## src/design/ata_pkg.sv

```systemverilog
package ata_pkg;

    localparam int CHANNELS_DEF = 2;
    localparam int WORDS_PER_SECTOR_DEF = 256;
    localparam int QUEUE_DEPTH = 4;

    typedef enum logic [1:0] {
        ACT_START = 2'd0,
        ACT_BUS_DATA = 2'd1,
        ACT_HOST_WORD = 2'd2,
        ACT_NONE = 2'd3
    } action_t;

    typedef enum logic [2:0] {
        K_BUS_WRITE = 3'd0,
        K_BUS_READ = 3'd1,
        K_HOST_READ = 3'd2,
        K_DONE = 3'd3,
        K_NEED_WORDS = 3'd4
    } kind_t;

    typedef enum logic [3:0] {
        PH_IDLE,
        PH_ID_POLL,
        PH_ID_DISCARD,
        PH_XFER_POLL,
        PH_RD_DATA,
        PH_WR_WAIT,
        PH_FLUSH_POLL
    } phase_t;

    typedef enum logic [3:0] {
        SEQ_NONE,
        SEQ_START,
        SEQ_BAD_CHAN,
        SEQ_ID_DISCARD,
        SEQ_TASKFILE,
        SEQ_SINGLE,
        SEQ_RD_WORD,
        SEQ_WR_WORD
    } seq_t;

    typedef enum logic [1:0] {
        ST_OK = 2'd0,
        ST_FAULT = 2'd1,
        ST_NORESP = 2'd2
    } status_t;

    localparam logic [7:0] SB_ERR = 8'h01;
    localparam logic [7:0] SB_DRQ = 8'h08;
    localparam logic [7:0] SB_DF = 8'h20;
    localparam logic [7:0] SB_BSY = 8'h80;

    localparam logic [7:0] CMD_IDENTIFY = 8'hEC;
    localparam logic [7:0] CMD_READ_EXT = 8'h24;
    localparam logic [7:0] CMD_WRITE_EXT = 8'h34;
    localparam logic [7:0] CMD_FLUSH = 8'hE7;
    localparam logic [7:0] DEV_CHS = 8'hA0;
    localparam logic [7:0] DEV_LBA = 8'h40;

    localparam logic [2:0] R_DATA = 3'd0;
    localparam logic [2:0] R_COUNT = 3'd2;
    localparam logic [2:0] R_LBA0 = 3'd3;
    localparam logic [2:0] R_LBA1 = 3'd4;
    localparam logic [2:0] R_LBA2 = 3'd5;
    localparam logic [2:0] R_DRIVE = 3'd6;
    localparam logic [2:0] R_CMD = 3'd7;

    typedef struct packed {
        logic [1:0] action;
        logic [1:0] drive;
        logic       op_write;
        logic [47:0] lba;
        logic [15:0] sector_count;
        logic [15:0] data;
    } item_t;

    typedef struct packed {
        logic [2:0]  kind;
        logic        channel;
        logic [2:0]  bus_register;
        logic [15:0] bus_data;
        logic        bus_wide;
        logic [1:0]  status_code;
        logic        last;
    } result_t;

endpackage

```

## src/design/ata_queue.sv

```systemverilog
module ata_queue #(
    parameter int DEPTH = ata_pkg::QUEUE_DEPTH
) (
    input  logic             clk,
    input  logic             rst_n,
    input  logic             in_valid,
    output logic             in_ready,
    input  ata_pkg::item_t   in_item,
    output logic             out_valid,
    input  logic             out_ready,
    output ata_pkg::item_t   out_item
);
    localparam int AW = $clog2(DEPTH);
    ata_pkg::item_t mem [DEPTH];
    logic [AW-1:0] wp_reg, rp_reg;
    logic [AW:0]   cnt_reg;
    logic push, pop;

    assign in_ready = cnt_reg != (AW+1)'(DEPTH);
    assign out_valid = cnt_reg != '0;
    assign push = in_valid && in_ready;
    assign pop = out_valid && out_ready;
    assign out_item = mem[rp_reg];

    always_ff @(posedge clk)
    begin
        if (push)
        begin
            mem[wp_reg] <= in_item;
        end
    end

    always_ff @(posedge clk or negedge rst_n)
    begin
        if (!rst_n)
        begin
            wp_reg <= '0;
            rp_reg <= '0;
            cnt_reg <= '0;
        end
        else
        begin
            if (push)
            begin
                wp_reg <= (wp_reg == AW'(DEPTH-1)) ? '0 : wp_reg + 1'b1;
            end
            if (pop)
            begin
                rp_reg <= (rp_reg == AW'(DEPTH-1)) ? '0 : rp_reg + 1'b1;
            end
            cnt_reg <= cnt_reg + (AW+1)'(push) - (AW+1)'(pop);
        end
    end

    count_bound: assert property (@(posedge clk) disable iff (!rst_n)
        cnt_reg <= (AW+1)'(DEPTH)) else $error("queue overflow");
    no_push_full: assert property (@(posedge clk) disable iff (!rst_n)
        (cnt_reg == (AW+1)'(DEPTH) && !pop) |=> cnt_reg == (AW+1)'(DEPTH))
        else $error("queue count moved while full");
    empty_stays: assert property (@(posedge clk) disable iff (!rst_n)
        (cnt_reg == '0 && !in_valid) |=> cnt_reg == '0)
        else $error("queue filled without push");
endmodule

```

## src/design/ata_front.sv

```systemverilog
module ata_front (
    input  logic           clk,
    input  logic           rst_n,
    input  logic           s_valid,
    output logic           s_ready,
    input  ata_pkg::item_t s_item,
    output logic           q_valid,
    input  logic           q_ready,
    output ata_pkg::item_t q_item
);
    logic drop;

    assign drop = s_item.action == ata_pkg::ACT_NONE;
    assign q_valid = s_valid && !drop;
    assign s_ready = q_ready || drop;
    assign q_item = s_item;

    no_code3: assert property (@(posedge clk) disable iff (!rst_n)
        q_valid |-> q_item.action != ata_pkg::ACT_NONE)
        else $error("unused action forwarded");
    drop_ready: assert property (@(posedge clk) disable iff (!rst_n)
        (s_valid && drop) |-> s_ready) else $error("unused action stalled");
    pass_ready: assert property (@(posedge clk) disable iff (!rst_n)
        (s_valid && !drop) |-> (s_ready == q_ready))
        else $error("ready mismatch");
endmodule

```

## src/design/ata_back.sv

```systemverilog
module ata_back #(
    parameter int CHANNELS = ata_pkg::CHANNELS_DEF,
    parameter int WORDS_PER_SECTOR = ata_pkg::WORDS_PER_SECTOR_DEF
) (
    input  logic            clk,
    input  logic            rst_n,
    input  logic            cfg_we,
    input  logic            cfg_index,
    input  logic [3:0]      cfg_data,
    input  logic            q_valid,
    output logic            q_ready,
    input  ata_pkg::item_t  q_item,
    output logic            r_valid,
    input  logic            r_ready,
    output ata_pkg::result_t r_item
);
    localparam int WW = $clog2(WORDS_PER_SECTOR);

    ata_pkg::phase_t phase_reg, phase_next;
    ata_pkg::seq_t   seq_reg, seq_next;
    logic [3:0]  step_reg, step_next;
    logic [3:0]  poll_reg, poll_next;
    logic [WW-1:0] word_reg, word_next;
    logic [16:0] sect_reg, sect_next;
    logic        chan_reg, chan_next, slave_reg, slave_next, wr_reg, wr_next;
    logic [47:0] lba_reg, lba_next;
    logic [15:0] cnt_reg, cnt_next;
    logic [15:0] word_data_reg, word_data_next;
    logic [3:0]  rpr_reg, lpr_reg;
    ata_pkg::seq_t   tail_reg, tail_next;
    ata_pkg::result_t single_reg, single_next;
    ata_pkg::result_t cur;
    logic        busy, emit_last, out_adv, take;
    logic [7:0]  s;
    logic        last_word;
    logic [3:0]  rp_eff, lp_eff;
    logic [7:0]  lbyte;

    ata_pkg::result_t out_reg;
    logic        out_valid_reg;

    assign busy = seq_reg != ata_pkg::SEQ_NONE;
    assign out_adv = !out_valid_reg || r_ready;
    assign q_ready = !busy;
    assign take = q_valid && !busy;
    assign r_valid = out_valid_reg;
    assign r_item = out_reg;
    assign s = q_item.data[7:0];
    assign last_word = word_reg == WW'(WORDS_PER_SECTOR - 1);
    assign rp_eff = (rpr_reg == '0) ? 4'd1 : rpr_reg;
    assign lp_eff = (lpr_reg == '0) ? 4'd1 : lpr_reg;

    function automatic ata_pkg::result_t mk(input logic [2:0] k, input logic ch,
        input logic [2:0] rg, input logic [15:0] d, input logic w, input logic [1:0] c);
        ata_pkg::result_t r;
        r.kind = k;
        r.channel = ch;
        r.bus_register = rg;
        r.bus_data = d;
        r.bus_wide = w;
        r.status_code = c;
        r.last = 1'b0;
        return r;
    endfunction

    always_ff @(posedge clk or negedge rst_n)
    begin
        if (!rst_n)
        begin
            rpr_reg <= 4'd5;
            lpr_reg <= 4'd15;
        end
        else if (cfg_we)
        begin
            if (cfg_index)
            begin
                lpr_reg <= cfg_data;
            end
            else
            begin
                rpr_reg <= cfg_data;
            end
        end
    end

    always_comb
    begin
        phase_next = phase_reg;
        seq_next = seq_reg;
        step_next = step_reg;
        poll_next = poll_reg;
        word_next = word_reg;
        sect_next = sect_reg;
        chan_next = chan_reg;
        slave_next = slave_reg;
        wr_next = wr_reg;
        lba_next = lba_reg;
        cnt_next = cnt_reg;
        word_data_next = word_data_reg;
        tail_next = tail_reg;
        single_next = single_reg;
        cur = mk(ata_pkg::K_BUS_WRITE, chan_reg, '0, '0, 1'b0, '0);
        emit_last = 1'b0;
        lbyte = '0;

        if (take)
        begin
            unique case (q_item.action)
                ata_pkg::ACT_START:
                begin
                    chan_next = q_item.drive[1];
                    step_next = '0;
                    if (32'(q_item.drive[1]) >= CHANNELS)
                    begin
                        seq_next = ata_pkg::SEQ_BAD_CHAN;
                        phase_next = ata_pkg::PH_IDLE;
                        poll_next = '0;
                    end
                    else
                    begin
                        slave_next = q_item.drive[0];
                        wr_next = q_item.op_write;
                        lba_next = q_item.lba;
                        cnt_next = q_item.sector_count;
                        sect_next = (q_item.sector_count == '0) ? 17'h10000
                            : {1'b0, q_item.sector_count};
                        word_next = '0;
                        phase_next = ata_pkg::PH_ID_POLL;
                        poll_next = lp_eff;
                        seq_next = ata_pkg::SEQ_START;
                    end
                end
                ata_pkg::ACT_BUS_DATA:
                begin
                    unique case (phase_reg)
                        ata_pkg::PH_ID_POLL, ata_pkg::PH_XFER_POLL,
                        ata_pkg::PH_FLUSH_POLL:
                        begin
                            seq_next = ata_pkg::SEQ_SINGLE;
                            if (poll_reg > 4'd1)
                            begin
                                poll_next = poll_reg - 4'd1;
                                single_next = mk(ata_pkg::K_BUS_READ, chan_reg,
                                    ata_pkg::R_CMD, '0, 1'b0, '0);
                            end
                            else if (phase_reg == ata_pkg::PH_FLUSH_POLL)
                            begin
                                if ((s & ata_pkg::SB_BSY) == '0)
                                begin
                                    phase_next = ata_pkg::PH_IDLE;
                                    poll_next = '0;
                                    single_next = mk(ata_pkg::K_DONE, chan_reg,
                                        '0, '0, 1'b0, ata_pkg::ST_OK);
                                end
                                else
                                begin
                                    poll_next = lp_eff;
                                    single_next = mk(ata_pkg::K_BUS_READ, chan_reg,
                                        ata_pkg::R_CMD, '0, 1'b0, '0);
                                end
                            end
                            else if (phase_reg == ata_pkg::PH_ID_POLL && s == '0)
                            begin
                                phase_next = ata_pkg::PH_IDLE;
                                poll_next = '0;
                                single_next = mk(ata_pkg::K_DONE, chan_reg,
                                    '0, '0, 1'b0, ata_pkg::ST_NORESP);
                            end
                            else if ((s & (ata_pkg::SB_ERR | ata_pkg::SB_DF)) != '0)
                            begin
                                phase_next = ata_pkg::PH_IDLE;
                                poll_next = '0;
                                single_next = mk(ata_pkg::K_DONE, chan_reg,
                                    '0, '0, 1'b0, ata_pkg::ST_FAULT);
                            end
                            else if ((s & ata_pkg::SB_DRQ) != '0
                                && (s & ata_pkg::SB_BSY) == '0)
                            begin
                                poll_next = '0;
                                word_next = '0;
                                if (phase_reg == ata_pkg::PH_ID_POLL)
                                begin
                                    phase_next = ata_pkg::PH_ID_DISCARD;
                                    single_next = mk(ata_pkg::K_BUS_READ, chan_reg,
                                        ata_pkg::R_DATA, '0, 1'b1, '0);
                                end
                                else if (wr_reg)
                                begin
                                    phase_next = ata_pkg::PH_WR_WAIT;
                                    single_next = mk(ata_pkg::K_NEED_WORDS, chan_reg,
                                        '0, 16'(WORDS_PER_SECTOR), 1'b0, '0);
                                end
                                else
                                begin
                                    phase_next = ata_pkg::PH_RD_DATA;
                                    single_next = mk(ata_pkg::K_BUS_READ, chan_reg,
                                        ata_pkg::R_DATA, '0, 1'b1, '0);
                                end
                            end
                            else
                            begin
                                if (phase_reg == ata_pkg::PH_XFER_POLL)
                                begin
                                    poll_next = wr_reg ? lp_eff : rp_eff;
                                end
                                else
                                begin
                                    poll_next = lp_eff;
                                end
                                single_next = mk(ata_pkg::K_BUS_READ, chan_reg,
                                    ata_pkg::R_CMD, '0, 1'b0, '0);
                            end
                        end
                        ata_pkg::PH_ID_DISCARD:
                        begin
                            if (last_word)
                            begin
                                word_next = '0;
                                step_next = '0;
                                seq_next = ata_pkg::SEQ_TASKFILE;
                                phase_next = ata_pkg::PH_XFER_POLL;
                                poll_next = wr_reg ? lp_eff : rp_eff;
                            end
                            else
                            begin
                                word_next = word_reg + 1'b1;
                                seq_next = ata_pkg::SEQ_SINGLE;
                                single_next = mk(ata_pkg::K_BUS_READ, chan_reg,
                                    ata_pkg::R_DATA, '0, 1'b1, '0);
                            end
                        end
                        ata_pkg::PH_RD_DATA:
                        begin
                            word_data_next = q_item.data;
                            step_next = '0;
                            seq_next = ata_pkg::SEQ_RD_WORD;
                            if (last_word)
                            begin
                                word_next = '0;
                                sect_next = sect_reg - 17'd1;
                                if (sect_reg == 17'd1)
                                begin
                                    phase_next = ata_pkg::PH_IDLE;
                                    poll_next = '0;
                                    single_next = mk(ata_pkg::K_DONE, chan_reg,
                                        '0, '0, 1'b0, ata_pkg::ST_OK);
                                end
                                else
                                begin
                                    phase_next = ata_pkg::PH_XFER_POLL;
                                    poll_next = rp_eff;
                                    single_next = mk(ata_pkg::K_BUS_READ, chan_reg,
                                        ata_pkg::R_CMD, '0, 1'b0, '0);
                                end
                            end
                            else
                            begin
                                word_next = word_reg + 1'b1;
                                single_next = mk(ata_pkg::K_BUS_READ, chan_reg,
                                    ata_pkg::R_DATA, '0, 1'b1, '0);
                            end
                        end
                        default:
                        begin
                        end
                    endcase
                end
                ata_pkg::ACT_HOST_WORD:
                begin
                    if (phase_reg == ata_pkg::PH_WR_WAIT)
                    begin
                        word_data_next = q_item.data;
                        step_next = '0;
                        seq_next = ata_pkg::SEQ_WR_WORD;
                        tail_next = ata_pkg::SEQ_NONE;
                        if (last_word)
                        begin
                            word_next = '0;
                            sect_next = sect_reg - 17'd1;
                            tail_next = ata_pkg::SEQ_SINGLE;
                            if (sect_reg == 17'd1)
                            begin
                                phase_next = ata_pkg::PH_FLUSH_POLL;
                                poll_next = lp_eff;
                                tail_next = ata_pkg::SEQ_START;
                            end
                            else
                            begin
                                phase_next = ata_pkg::PH_XFER_POLL;
                                poll_next = lp_eff;
                                single_next = mk(ata_pkg::K_BUS_READ, chan_reg,
                                    ata_pkg::R_CMD, '0, 1'b0, '0);
                            end
                        end
                        else
                        begin
                            word_next = word_reg + 1'b1;
                        end
                    end
                end
                default:
                begin
                end
            endcase
        end
        else if (busy && out_adv)
        begin
            step_next = step_reg + 4'd1;
            unique case (seq_reg)
                ata_pkg::SEQ_START:
                begin
                    unique case (step_reg)
                        4'd0: cur = mk(ata_pkg::K_BUS_WRITE, chan_reg, ata_pkg::R_DRIVE,
                            {8'h00, ata_pkg::DEV_CHS | {3'b000, slave_reg, 4'h0}}, 1'b0, '0);
                        4'd1: cur = mk(ata_pkg::K_BUS_WRITE, chan_reg, ata_pkg::R_COUNT,
                            '0, 1'b0, '0);
                        4'd2: cur = mk(ata_pkg::K_BUS_WRITE, chan_reg, ata_pkg::R_LBA0,
                            '0, 1'b0, '0);
                        4'd3: cur = mk(ata_pkg::K_BUS_WRITE, chan_reg, ata_pkg::R_LBA1,
                            '0, 1'b0, '0);
                        4'd4: cur = mk(ata_pkg::K_BUS_WRITE, chan_reg, ata_pkg::R_LBA2,
                            '0, 1'b0, '0);
                        4'd5: cur = mk(ata_pkg::K_BUS_WRITE, chan_reg, ata_pkg::R_CMD,
                            {8'h00, ata_pkg::CMD_IDENTIFY}, 1'b0, '0);
                        default:
                        begin
                            cur = mk(ata_pkg::K_BUS_READ, chan_reg, ata_pkg::R_CMD,
                                '0, 1'b0, '0);
                            emit_last = 1'b1;
                        end
                    endcase
                end
                ata_pkg::SEQ_BAD_CHAN:
                begin
                    cur = mk(ata_pkg::K_DONE, chan_reg, '0, '0, 1'b0, ata_pkg::ST_NORESP);
                    emit_last = 1'b1;
                end
                ata_pkg::SEQ_SINGLE:
                begin
                    cur = single_reg;
                    emit_last = 1'b1;
                end
                ata_pkg::SEQ_TASKFILE:
                begin
                    unique case (step_reg)
                        4'd0: lbyte = ata_pkg::DEV_LBA | {3'b000, slave_reg, 4'h0};
                        4'd1: lbyte = cnt_reg[15:8];
                        4'd2: lbyte = lba_reg[31:24];
                        4'd3: lbyte = lba_reg[39:32];
                        4'd4: lbyte = lba_reg[47:40];
                        4'd5: lbyte = cnt_reg[7:0];
                        4'd6: lbyte = lba_reg[7:0];
                        4'd7: lbyte = lba_reg[15:8];
                        4'd8: lbyte = lba_reg[23:16];
                        default: lbyte = wr_reg ? ata_pkg::CMD_WRITE_EXT
                            : ata_pkg::CMD_READ_EXT;
                    endcase
                    unique case (step_reg)
                        4'd0: cur = mk(ata_pkg::K_BUS_WRITE, chan_reg, ata_pkg::R_DRIVE,
                            {8'h00, lbyte}, 1'b0, '0);
                        4'd1, 4'd5: cur = mk(ata_pkg::K_BUS_WRITE, chan_reg,
                            ata_pkg::R_COUNT, {8'h00, lbyte}, 1'b0, '0);
                        4'd2, 4'd6: cur = mk(ata_pkg::K_BUS_WRITE, chan_reg,
                            ata_pkg::R_LBA0, {8'h00, lbyte}, 1'b0, '0);
                        4'd3, 4'd7: cur = mk(ata_pkg::K_BUS_WRITE, chan_reg,
                            ata_pkg::R_LBA1, {8'h00, lbyte}, 1'b0, '0);
                        4'd4, 4'd8: cur = mk(ata_pkg::K_BUS_WRITE, chan_reg,
                            ata_pkg::R_LBA2, {8'h00, lbyte}, 1'b0, '0);
                        4'd9: cur = mk(ata_pkg::K_BUS_WRITE, chan_reg, ata_pkg::R_CMD,
                            {8'h00, lbyte}, 1'b0, '0);
                        default:
                        begin
                            cur = mk(ata_pkg::K_BUS_READ, chan_reg, ata_pkg::R_CMD,
                                '0, 1'b0, '0);
                            emit_last = 1'b1;
                        end
                    endcase
                end
                ata_pkg::SEQ_RD_WORD:
                begin
                    if (step_reg == '0)
                    begin
                        cur = mk(ata_pkg::K_HOST_READ, chan_reg, '0, word_data_reg,
                            1'b0, '0);
                    end
                    else
                    begin
                        cur = single_reg;
                        emit_last = 1'b1;
                    end
                end
                ata_pkg::SEQ_WR_WORD:
                begin
                    unique case (step_reg)
                        4'd0:
                        begin
                            cur = mk(ata_pkg::K_BUS_WRITE, chan_reg, ata_pkg::R_DATA,
                                word_data_reg, 1'b1, '0);
                            emit_last = tail_reg == ata_pkg::SEQ_NONE;
                        end
                        4'd1:
                        begin
                            if (tail_reg == ata_pkg::SEQ_SINGLE)
                            begin
                                cur = single_reg;
                                emit_last = 1'b1;
                            end
                            else
                            begin
                                cur = mk(ata_pkg::K_BUS_WRITE, chan_reg, ata_pkg::R_CMD,
                                    {8'h00, ata_pkg::CMD_FLUSH}, 1'b0, '0);
                            end
                        end
                        default:
                        begin
                            cur = mk(ata_pkg::K_BUS_READ, chan_reg, ata_pkg::R_CMD,
                                '0, 1'b0, '0);
                            emit_last = 1'b1;
                        end
                    endcase
                end
                default:
                begin
                end
            endcase
            cur.last = emit_last;
            if (emit_last)
            begin
                seq_next = ata_pkg::SEQ_NONE;
            end
        end
    end

    always_ff @(posedge clk or negedge rst_n)
    begin
        if (!rst_n)
        begin
            phase_reg <= ata_pkg::PH_IDLE;
            seq_reg <= ata_pkg::SEQ_NONE;
            step_reg <= '0;
            poll_reg <= '0;
            word_reg <= '0;
            sect_reg <= '0;
            chan_reg <= 1'b0;
            slave_reg <= 1'b0;
            wr_reg <= 1'b0;
            lba_reg <= '0;
            cnt_reg <= '0;
            tail_reg <= ata_pkg::SEQ_NONE;
            out_valid_reg <= 1'b0;
        end
        else
        begin
            phase_reg <= phase_next;
            seq_reg <= seq_next;
            step_reg <= step_next;
            poll_reg <= poll_next;
            word_reg <= word_next;
            sect_reg <= sect_next;
            chan_reg <= chan_next;
            slave_reg <= slave_next;
            wr_reg <= wr_next;
            lba_reg <= lba_next;
            cnt_reg <= cnt_next;
            tail_reg <= tail_next;
            if (!take && busy && out_adv)
            begin
                out_valid_reg <= 1'b1;
            end
            else if (r_ready)
            begin
                out_valid_reg <= 1'b0;
            end
        end
    end

    always_ff @(posedge clk)
    begin
        word_data_reg <= word_data_next;
        single_reg <= single_next;
        if (!take && busy && out_adv)
        begin
            out_reg <= cur;
        end
    end

    no_take_busy: assert property (@(posedge clk) disable iff (!rst_n)
        busy |-> !q_ready) else $error("accepted while sequencing");
    hold_out: assert property (@(posedge clk) disable iff (!rst_n)
        (out_valid_reg && !r_ready) |=> $stable(out_reg))
        else $error("result changed under stall");
    poll_range: assert property (@(posedge clk) disable iff (!rst_n)
        (phase_reg == ata_pkg::PH_IDLE) |-> poll_reg == '0)
        else $error("poll count left in idle");
endmodule

```

## src/design/ata_pio_lba48_host_sequencer.sv

```systemverilog
// ATA PIO LBA48 host sequencer. Each input word is taken into a four-entry queue by the
// front part; the back part turns one word into its burst of results, one result per
// cycle through a single output register while the output is not stalled, and takes
// the next word in the cycle after the last result of the previous one. A poll reply
// gives one result, a read data word two, a start seven and the task-file write
// eleven. Words with action code three are dropped at the front without results.
// Configuration writes go straight to the poll length registers and must be made
// while the block is idle.
module ata_pio_lba48_host_sequencer #(
    parameter int CHANNELS = ata_pkg::CHANNELS_DEF,
    parameter int WORDS_PER_SECTOR = ata_pkg::WORDS_PER_SECTOR_DEF
) (
    input  logic        clk,
    input  logic        rst_n,
    input  logic        cfg_we,
    input  logic        cfg_index,
    input  logic [3:0]  cfg_data,
    input  logic        s_tvalid,
    output logic        s_tready,
    // action[1:0], drive[3:2], op_write[4], lba[52:5], sector_count[68:53], data[84:69]
    input  logic [87:0] s_tdata,
    output logic        m_tvalid,
    input  logic        m_tready,
    // channel[0], bus_register[3:1], bus_data[19:4], bus_wide[20], status_code[22:21]
    output logic [23:0] m_tdata,
    // kind[2:0]
    output logic [2:0]  m_tuser,
    output logic        m_tlast
);
    ata_pkg::item_t in_item, q_in, q_out;
    ata_pkg::result_t res;
    logic fq_valid, fq_ready, qb_valid, qb_ready;

    assign in_item.action = s_tdata[1:0];
    assign in_item.drive = s_tdata[3:2];
    assign in_item.op_write = s_tdata[4];
    assign in_item.lba = s_tdata[52:5];
    assign in_item.sector_count = s_tdata[68:53];
    assign in_item.data = s_tdata[84:69];

    ata_front u_front (
        .clk(clk), .rst_n(rst_n),
        .s_valid(s_tvalid), .s_ready(s_tready), .s_item(in_item),
        .q_valid(fq_valid), .q_ready(fq_ready), .q_item(q_in)
    );

    ata_queue u_queue (
        .clk(clk), .rst_n(rst_n),
        .in_valid(fq_valid), .in_ready(fq_ready), .in_item(q_in),
        .out_valid(qb_valid), .out_ready(qb_ready), .out_item(q_out)
    );

    ata_back #(
        .CHANNELS(CHANNELS), .WORDS_PER_SECTOR(WORDS_PER_SECTOR)
    ) u_back (
        .clk(clk), .rst_n(rst_n),
        .cfg_we(cfg_we), .cfg_index(cfg_index), .cfg_data(cfg_data),
        .q_valid(qb_valid), .q_ready(qb_ready), .q_item(q_out),
        .r_valid(m_tvalid), .r_ready(m_tready), .r_item(res)
    );

    assign m_tdata = {1'b0, res.status_code, res.bus_wide, res.bus_data,
        res.bus_register, res.channel};
    assign m_tuser = res.kind;
    assign m_tlast = res.last;
endmodule

```

## config.mk

```make
export PLATFORM = sky130hd
export DESIGN_NAME = ata_pio_lba48_host_sequencer
export DESIGN_NICKNAME = d
export VERILOG_FILES = /design/src/design/ata_pkg.sv /design/src/design/ata_queue.sv /design/src/design/ata_front.sv /design/src/design/ata_back.sv /design/src/design/ata_pio_lba48_host_sequencer.sv
export SDC_FILE = /design/constraint.sdc
export NUM_CORES = 1
export LEC_CHECK = 0
export BUFFER_PORTS_ARGS = -buffer_cell sky130_fd_sc_hd__clkbuf_2
export CAP_MARGIN = 25
export CORE_UTILIZATION = 50
export DETAILED_ROUTE_END_ITERATION = 8
export PLACE_DENSITY = 0.7
export SYNTH_ARGS = -nofsm -noshare
export SYNTH_HDL_FRONTEND = slang
export SYNTH_SLANG_ARGS = --single-unit
```

## constraint.sdc

```tcl
create_clock -name clk -period 3.27 [get_ports clk]
set_input_delay 0.654 -clock clk [delete_from_list [all_inputs] [get_ports clk]]
set_output_delay 0.654 -clock clk [all_outputs]
set_load 0.05 [all_outputs]
```

# [Word level (Yosys, flattened, before mapping)]
# Memory sizes are Yosys's and may differ from the RTL's.
# Index checks and enable logic that the tools add are counted.
# Widths: inputs -> output; s select.
[op_classes] add_sub_neg=8 n_lt_le_gt_ge=1 eq_ne=51 muxes=105 bitwise=2 n_reduce_logical=52
[ops] operator="$mux 27" n=13
[ops] operator="$pmux 25 s6" n=2
[ops] operator="$pmux 27 s6" n=1
[ops] operator="$mux 4" n=35
[ops] operator="$pmux 27 s2" n=2
[ops] operator="$pmux 4 s3" n=7
[ops] operator="$pmux 27 s3" n=1
[ops] operator="$mux 26" n=3
[ops] operator="$pmux 8 s9" n=1
[ops] operator="$mux 17" n=4
[ops] operator="$mux 8" n=7
[ops] operator="$pmux 17 s3" n=1
[ops] operator="$eq 4x3->1 const B" n=12
[ops] operator="$mux 24" n=2
[ops] operator="$mux 16" n=2
[ops] operator="$pmux 16 s2" n=1
[ops] operator="$pmux 8 s3" n=1
[ops] operator="$ne 3x3->1 const B" n=7
[ops] operator="$eq 4x2->1 const B" n=5
[ops] operator="$eq 17x1->1 const B" n=1
[ops] operator="$sub 17x1->17 const B" n=1
[ops] operator="$logic_not 16->1" n=1
[ops] operator="$logic_not 4->1" n=4
[ops] operator="$logic_not 8->1" n=2
[ops] operator="47 further kinds" n=103
[totals] regBits=198 mem_bits_rw=340 in_bits=98 output_inout_bits=30 mem_count=1
[mem_list] name="u_queue.mem" words=4 width=85 read_ports=1 rd_ports_with_merged_regs=0 write_ports=1 line_no="ata_queue.sv:14" source="ata_pkg::item_t mem [DEPTH];"

# [Longest topological paths before layout]
[logic_depth] word_depth=11 mapped_depth=14

# [Cells and area by module]
# From an unflattened synthesis, not the netlist that was laid out.
[hier_totals] cells_unflattened=1429 hier_area_um2=22446.5
[modules_own_cells] module="ata_queue" instances=1 cells_per_inst=488 area_per_inst_um2=12761.0 seq_area_each_um2=10385.0
[modules_own_cells] module="ata_back" instances=1 cells_per_inst=852 area_per_inst_um2=9021.2 seq_area_each_um2=4466.8
[modules_own_cells] module="ata_front" instances=1 cells_per_inst=87 area_per_inst_um2=653.1 seq_area_each_um2=0.0
[modules_own_cells] module="ata_pio_lba48_host_sequencer" instances=1 cells_per_inst=2 area_per_inst_um2=11.3 seq_area_each_um2=0.0

# [Worst setup path after synthesis]
# No wires, ideal clock.
[synth_timing] path_type="input-to-reg" start="in s_tdata[0]" end="mem u_queue.mem[0][0] (netlist bit) (enable)" arrival_time_ns=3.142 required_ns=2.817 path_slack_ns=-0.325 stages=4 cell_sequence="nand2_1 > nand2_1 > a21oi_1 > and2_1"
[synth_between] elab_chain_len=6
[synth_rtl] item="from (decl)" line_no="ata_pio_lba48_host_sequencer.sv:21" source="input logic [87:0] s_tdata,"
[synth_rtl] item="$eq 2x2->1" line_no="ata_front.sv:13" source="assign drop = s_item.action == ata_pkg::ACT_NONE;"
[synth_rtl] item="$logic_not 1->1" line_no="ata_front.sv:14" source="assign q_valid = s_valid && !drop;"
[synth_rtl] item="$logic_and 1x1->1" line_no="ata_front.sv:14"
[synth_rtl] item="$logic_and 1x1->1" line_no="ata_queue.sv:21" source="assign push = in_valid && in_ready;"
[synth_rtl] item="named net u_queue.push" line_no="ata_queue.sv:17" source="logic push, pop;"
[synth_rtl] item="$mux 1" line_no="ata_queue.sv:27" source="if (push)"
[synth_rtl] item="$mux 1 (not written as such)" line_no="ata_queue.sv:29" source="mem[wp_reg] <= in_item;"
[synth_rtl] item="to (decl)" line_no="ata_queue.sv:14"
# The timed path passes the listed nets, and every way through them passes these cells.

# [Final worst setup path]
[layout_timing] start="reg u_queue.rp_reg[0]" end="reg u_back.word_reg[4]"
[layout_between] elab_chain_len=5
[layout_rtl] item="from (decl)" line_no="ata_queue.sv:15" source="logic [AW-1:0] wp_reg, rp_reg;"
[layout_rtl] item="from (signal assigned)" line_no="ata_queue.sv:49" source="rp_reg <= (rp_reg == AW'(DEPTH-1)) ? '0 : rp_reg + 1'b1;"
[layout_rtl] item="$mem_v2 4x85 *"
[layout_rtl] item="$logic_not 8->1, on equally long branches" line_no="ata_back.sv:162, ata_back.sv:177"
[layout_rtl] item="$logic_and 1x1->1, on equally long branches" line_no="ata_back.sv:162, ata_back.sv:177"
[layout_rtl] item="$ne 3x3->1 (no line) or $ne 3x2->1 (tied branches)"
[layout_rtl] item="$reduce_and 9->1 (no line)"
[layout_rtl] item="to (signal assigned)" line_no="ata_back.sv:458" source="word_reg <= word_next;"
[layout_rtl] item="to (decl)" line_no="ata_back.sv:23" source="logic [WW-1:0] word_reg, word_next;"
# Every way passes the cells marked *; elsewhere a longest branch is shown, timed or not.
# A chain may end at the register's enable or synchronous reset.

==> Flow_metrics.wiki <==
{| class="wikitable"
! Metric !! Value
|-
| Area enclosed by the die boundary || ~44000 um2
|-
| Max-cap violations || 0
|-
| Height of the die || 209 um
|-
| Number of buffers created by CTS || 53
|-
| Syn_area_per_cell || approximately 16 um2
|-
| Number of antenna violations at the first check in global routing || 2
|-
| Setup Crit Path Kind || reg2reg
|-
| Max-slew headroom || 40.5%
|-
| Worst min-delay path class || in2async
|-
| Ports placed on the boundary || between 100 and 150
|-
| Worst-path maximum fanout || 8
|-
| Dominant register cell in the synthesized netlist || sky130_fd_sc_hd__edfxtp_1
|-
| Floorplan die width || ~210 um
|-
| # H-tree levels || 2
|-
| Count of endpoints failing hold in the final timing report || 0
|-
| Residual antenna-violating net count after detailed routing || 0
|-
| Total count of max-transition violations in the final report || 0
|-
| #FFs+latches synth || 515
|-
| Worst skew pair latency || 0.60 ns
|-
| Tcrit/Tclk final || 94.9%
|-
| Outcome || finished clean
|-
| CTS Root Buffer Type || sky130_fd_sc_hd__clkbuf_16
|-
| Yosys top cell area share || 54.7%
|-
| Slew @ Worst Pin || 0.890 ns
|-
| Maximum number of pins on one net before global-route repair || 68
|-
| Setup Buffers After CTS || 0
|-
| P&R area growth vs syn || 15.8%
|-
| Sequential fraction of the synthesis area || 69.2%
|-
| Setup repair after global routing missed its margin || false
|-
| Post-Syn Nets || 1442
|-
| Wire length of the first global-routing pass || 73600 um
|-
| Clock sink count || 515
|-
| Maximum frequency from static timing analysis || 0.322 GHz
|-
| Arrival time of data at the critical path endpoint || around 3.6 ns
|-
| Clock slew at reported path FFs || 0.06 ns
|-
| Critical-path top delay cell || sky130_fd_sc_hd__mux4_2
|-
| VDD IR-drop max || 0.488 mV
|-
| Syn Inst Count || 1322
|-
| # port buffers || 123
|-
| Total vias in the final route || 12400
|-
| Distinct cell type count after synthesis || 83
|-
| CTS max path bufs || 3
|-
| Half-perimeter wire length after placement || roughly 31000 um
|-
| Total Neg Setup Slack || 0 ns
|-
| P_leak || ~8.9 nW
|-
| Max Clock Skew || 0.0224 ns
|-
| Most area-hungry cell type in the Yosys netlist || sky130_fd_sc_hd__edfxtp_1
|-
| Total of endpoints with negative setup slack in the final report || 0
|-
| Crit path max-delay family || compound AO/OA/AOI/OAI gates
|-
| Total wire length after detailed routing || 47300 um
|-
| Reg-to-Reg Start || u_queue.rp_reg[0]
|-
| Ordered cell list for the critical path || mux4_2 -> ha_1 -> buf_4 -> inv_1 -> o21ai_0 -> nor2b_1 -> a41oi_1 -> a31oi_1
|-
| Flop2flop setup slack || 0.17 ns
|-
| Dominant cells by area after synthesis || sky130_fd_sc_hd__edfxtp_1 (55%), sky130_fd_sc_hd__dfrtp_1 (14%), sky130_fd_sc_hd__mux4_2 (8.6%), sky130_fd_sc_hd__mux2_2 (4.2%), sky130_fd_sc_hd__nand2_1 (1.3%)
|-
| All-layer global routing usage || 22.3%
|-
| Count of flip-flops with a built-in enable after synthesis || a little under 400
|-
| Pwr per Cell Area || 971 nW/um2
|-
| Crit. End Element || flip-flop
|-
| Global route total overflow || 0
|-
| Net count of the finished layout || approximately 1600
|-
| Warnings from Yosys || 0
|-
| Number of remaining DRC errors || 0
|-
| Proportion of synthesized flip-flops having asynchronous set or reset || around 24%
|-
| Routed len/inst || 22.6 um
|-
| Via-per-instance ratio || 5.93
|-
| Initial core utilization || 50.9%
|-
| Final RePlAce weighted congestion || 0.888
|-
| Number of flip-flops in the largest register || 340
|-
| Endpoint of the most critical register-to-register path || u_back.word_reg[4]
|-
| Floorplan row count || 75
|-
| Share of post-route cells with drive strength above 1 || 29.3%
|-
| Number of global-route vias before repair || 12600
|-
| Largest stage delay, worst path || 0.61 ns
|-
| Area of the mapped netlist || 21500 um2
|-
| Worst path buffer plus inverter count || 2
|-
| Worst-case reg-to-reg path depth || 8
|-
| Number of DRC markers after the initial detailed-route iteration || 1118
|-
| Total Power Consumption || 24.1 mW
|-
| Crit path required time || 3.78 ns
|-
| Clock tree from TritonCTS || yes
|-
| Iteration count of the initial detailed-routing pass || 6
|-
| Minimum clock period after layout || 3.10 ns
|-
| Core Footprint || 42100 um2
|-
| Filler Cell Count || 3137
|-
| Category of the worst setup path launch point || flip-flop
|}
==> placed cells by master (no fill, tap or decap), types with 7 or more instances in the layout <==
| master | instances |
|---|---|
| sky130_fd_sc_hd__clkbuf_16 | 55 |
| sky130_fd_sc_hd__nor3_1 | 21 |
| sky130_fd_sc_hd__o21ai_0 | 56 |
| sky130_fd_sc_hd__nand2b_1 | 9 |
| sky130_fd_sc_hd__nor2b_1 | 10 |
| sky130_fd_sc_hd__dfrtp_1 | 116 |
| sky130_fd_sc_hd__nand2_1 | 74 |
| sky130_fd_sc_hd__clkbuf_2 | 122 |
| sky130_fd_sc_hd__nor2_1 | 61 |
| sky130_fd_sc_hd__ha_1 | 21 |
| sky130_fd_sc_hd__and2_1 | 13 |
| sky130_fd_sc_hd__clkinv_1 | 15 |
| sky130_fd_sc_hd__a22oi_1 | 20 |
| sky130_fd_sc_hd__and3_1 | 7 |
| sky130_fd_sc_hd__a21oi_1 | 50 |
| sky130_fd_sc_hd__mux4_2 | 82 |
| sky130_fd_sc_hd__mux2_2 | 81 |
| sky130_fd_sc_hd__edfxtp_1 | 391 |
| sky130_fd_sc_hd__clkinv_2 | 9 |
| sky130_fd_sc_hd__clkbuf_1 | 11 |
| sky130_fd_sc_hd__a221oi_1 | 12 |
| sky130_fd_sc_hd__a31oi_1 | 17 |
| sky130_fd_sc_hd__nand3_1 | 25 |
| sky130_fd_sc_hd__or3_1 | 9 |
| sky130_fd_sc_hd__inv_1 | 29 |
| sky130_fd_sc_hd__buf_12 | 11 |
| sky130_fd_sc_hd__buf_4 | 53 |
| sky130_fd_sc_hd__nor4_1 | 17 |
==> metal layers <==
layer	global-route usage [%]	part of all wire, %	vias up
met4	6.31	2.1	0
met5	0	0	-
met2	37.3	50	354
li1	-	-	5632
met3	3.94	5.7	76
met1	30.1	42	6327
==> cells in the mapped netlist, types with 4 or more instances <==
library cell / n
sky130_fd_sc_hd__a22o_1: 6
sky130_fd_sc_hd__nor3_1: 22
sky130_fd_sc_hd__a211oi_1: 6
sky130_fd_sc_hd__dfstp_2: 6
sky130_fd_sc_hd__o31ai_1: 4
sky130_fd_sc_hd__nand4_1: 6
sky130_fd_sc_hd__buf_2: 11
sky130_fd_sc_hd__buf_1: 5
sky130_fd_sc_hd__nor2b_1: 10
sky130_fd_sc_hd__or3_1: 9
sky130_fd_sc_hd__a31oi_1: 17
sky130_fd_sc_hd__and3_1: 7
sky130_fd_sc_hd__a22oi_1: 20
sky130_fd_sc_hd__mux2_2: 81
sky130_fd_sc_hd__o22ai_1: 6
sky130_fd_sc_hd__nand3b_1: 6
sky130_fd_sc_hd__nor3b_1: 5
sky130_fd_sc_hd__dfrtp_1: 118
sky130_fd_sc_hd__nand2_1: 76
sky130_fd_sc_hd__a222oi_1: 5
sky130_fd_sc_hd__o21ai_0: 56
sky130_fd_sc_hd__ha_1: 21
sky130_fd_sc_hd__nor2_1: 61
sky130_fd_sc_hd__mux4_2: 82
sky130_fd_sc_hd__nand2b_1: 9
sky130_fd_sc_hd__a221o_1: 4
sky130_fd_sc_hd__nor4_1: 17
sky130_fd_sc_hd__clkbuf_1: 39
sky130_fd_sc_hd__a41oi_1: 6
sky130_fd_sc_hd__a221oi_1: 12
sky130_fd_sc_hd__nand3_1: 25
sky130_fd_sc_hd__edfxtp_1: 391
sky130_fd_sc_hd__inv_1: 29
sky130_fd_sc_hd__a21oi_1: 50
sky130_fd_sc_hd__and2_1: 17
==> repair_timing <==
| item | in CTS | in global routing |
|---|---|---|
| gates resized for setup | 0 | 1 |
| setup endpoints to repair | 0 | 1 |
| hold buffers | 0 | 0 |
==> power breakdown <==
group / leakage [nW] / internal [mW] / switching (mW)
Sequential: 5.05 / 8.83 / 0.807
Combinational: 3.02 / 3.44 / 5.10
Clock: 0.846 / 3.54 / 2.43
Total: 8.92 / 15.8 / 8.34
==> stage by stage <==
step	utilization (%)	cells	worst slack [ns]	hold slack (ns)	instance area, um2
5_1_grt	59.0	2086	0.0201	0.0510	24900
3_3_place_gp	54.8	1986	0.192	0.475	23100
2_1_floorplan	-	1322	0.0448	0.358	21500
6_report	59.0	2089	0.166	0.0335	24900
4_1_cts	59.0	2086	0.121	0.0199	24800
3_5_place_dp	54.9	1987	0.120	0.481	23100
==> how the worst max path moves through the flow <==
| stage | from | endpoint | slack [ns] | depth (start not counted) |
|---|---|---|---|---|
| 2_1_floorplan | u_queue.rp_reg[0] | u_back.sect_reg[1] | 0.04 | 14 |
| 3_3_place_gp | u_queue.rp_reg[0] | u_back.sect_reg[7] | 0.19 | 7 |
| 3_5_place_dp | u_queue.rp_reg[0] | u_back.sect_reg[7] | 0.12 | 7 |
| 4_1_cts | u_queue.rp_reg[0] | u_back.sect_reg[7] | 0.12 | 7 |
| 5_1_grt | u_queue.rp_reg[0] | u_back.word_reg[4] | 0.02 | 8 |
| 6_report | u_queue.rp_reg[0] | u_back.word_reg[4] | 0.17 | 8 |
==> worst reg2reg max path: stages, from the launching register on <==
cell and delay [ns]:
sky130_fd_sc_hd__dfrtp_4 0.53, sky130_fd_sc_hd__mux4_2 0.61, sky130_fd_sc_hd__ha_1 0.33, sky130_fd_sc_hd__buf_4 0.20, sky130_fd_sc_hd__inv_1 0.26, sky130_fd_sc_hd__o21ai_0 0.23
sky130_fd_sc_hd__nor2b_1 0.45, sky130_fd_sc_hd__a41oi_1 0.19, sky130_fd_sc_hd__a31oi_1 0.20
==> layout make-up <==
cell class	instances	area (um2)	share of cell area, %
clock inverters	33	312	1.25
repair buffers	187	1240	4.99
clock buffers	66	1420	5.70
multi-input cells	716	6230	25.1
diodes	3	7.51	0.0302
flip-flops and latches	515	14900	59.8
well taps	539	674	2.71
inverters	30	113	0.453
==> cell families (layout without fill, tap and decap cells) <==
kind of cell	count (synthesis)	count (layout)	synth area share [%]
AOI/OAI and AO/OA	235	235	7.40
xor gates and xnor gates	3	3	0.122
adders and majority gates	22	22	1.32
buffers and inverters	91	316	1.87
DFF	515	515	69.2
muxes	171	171	13.5
other	1	4	0.0175
and+or+nand+nor	284	284	6.60
No activity file was read; power rests on OpenSTA's default activity.
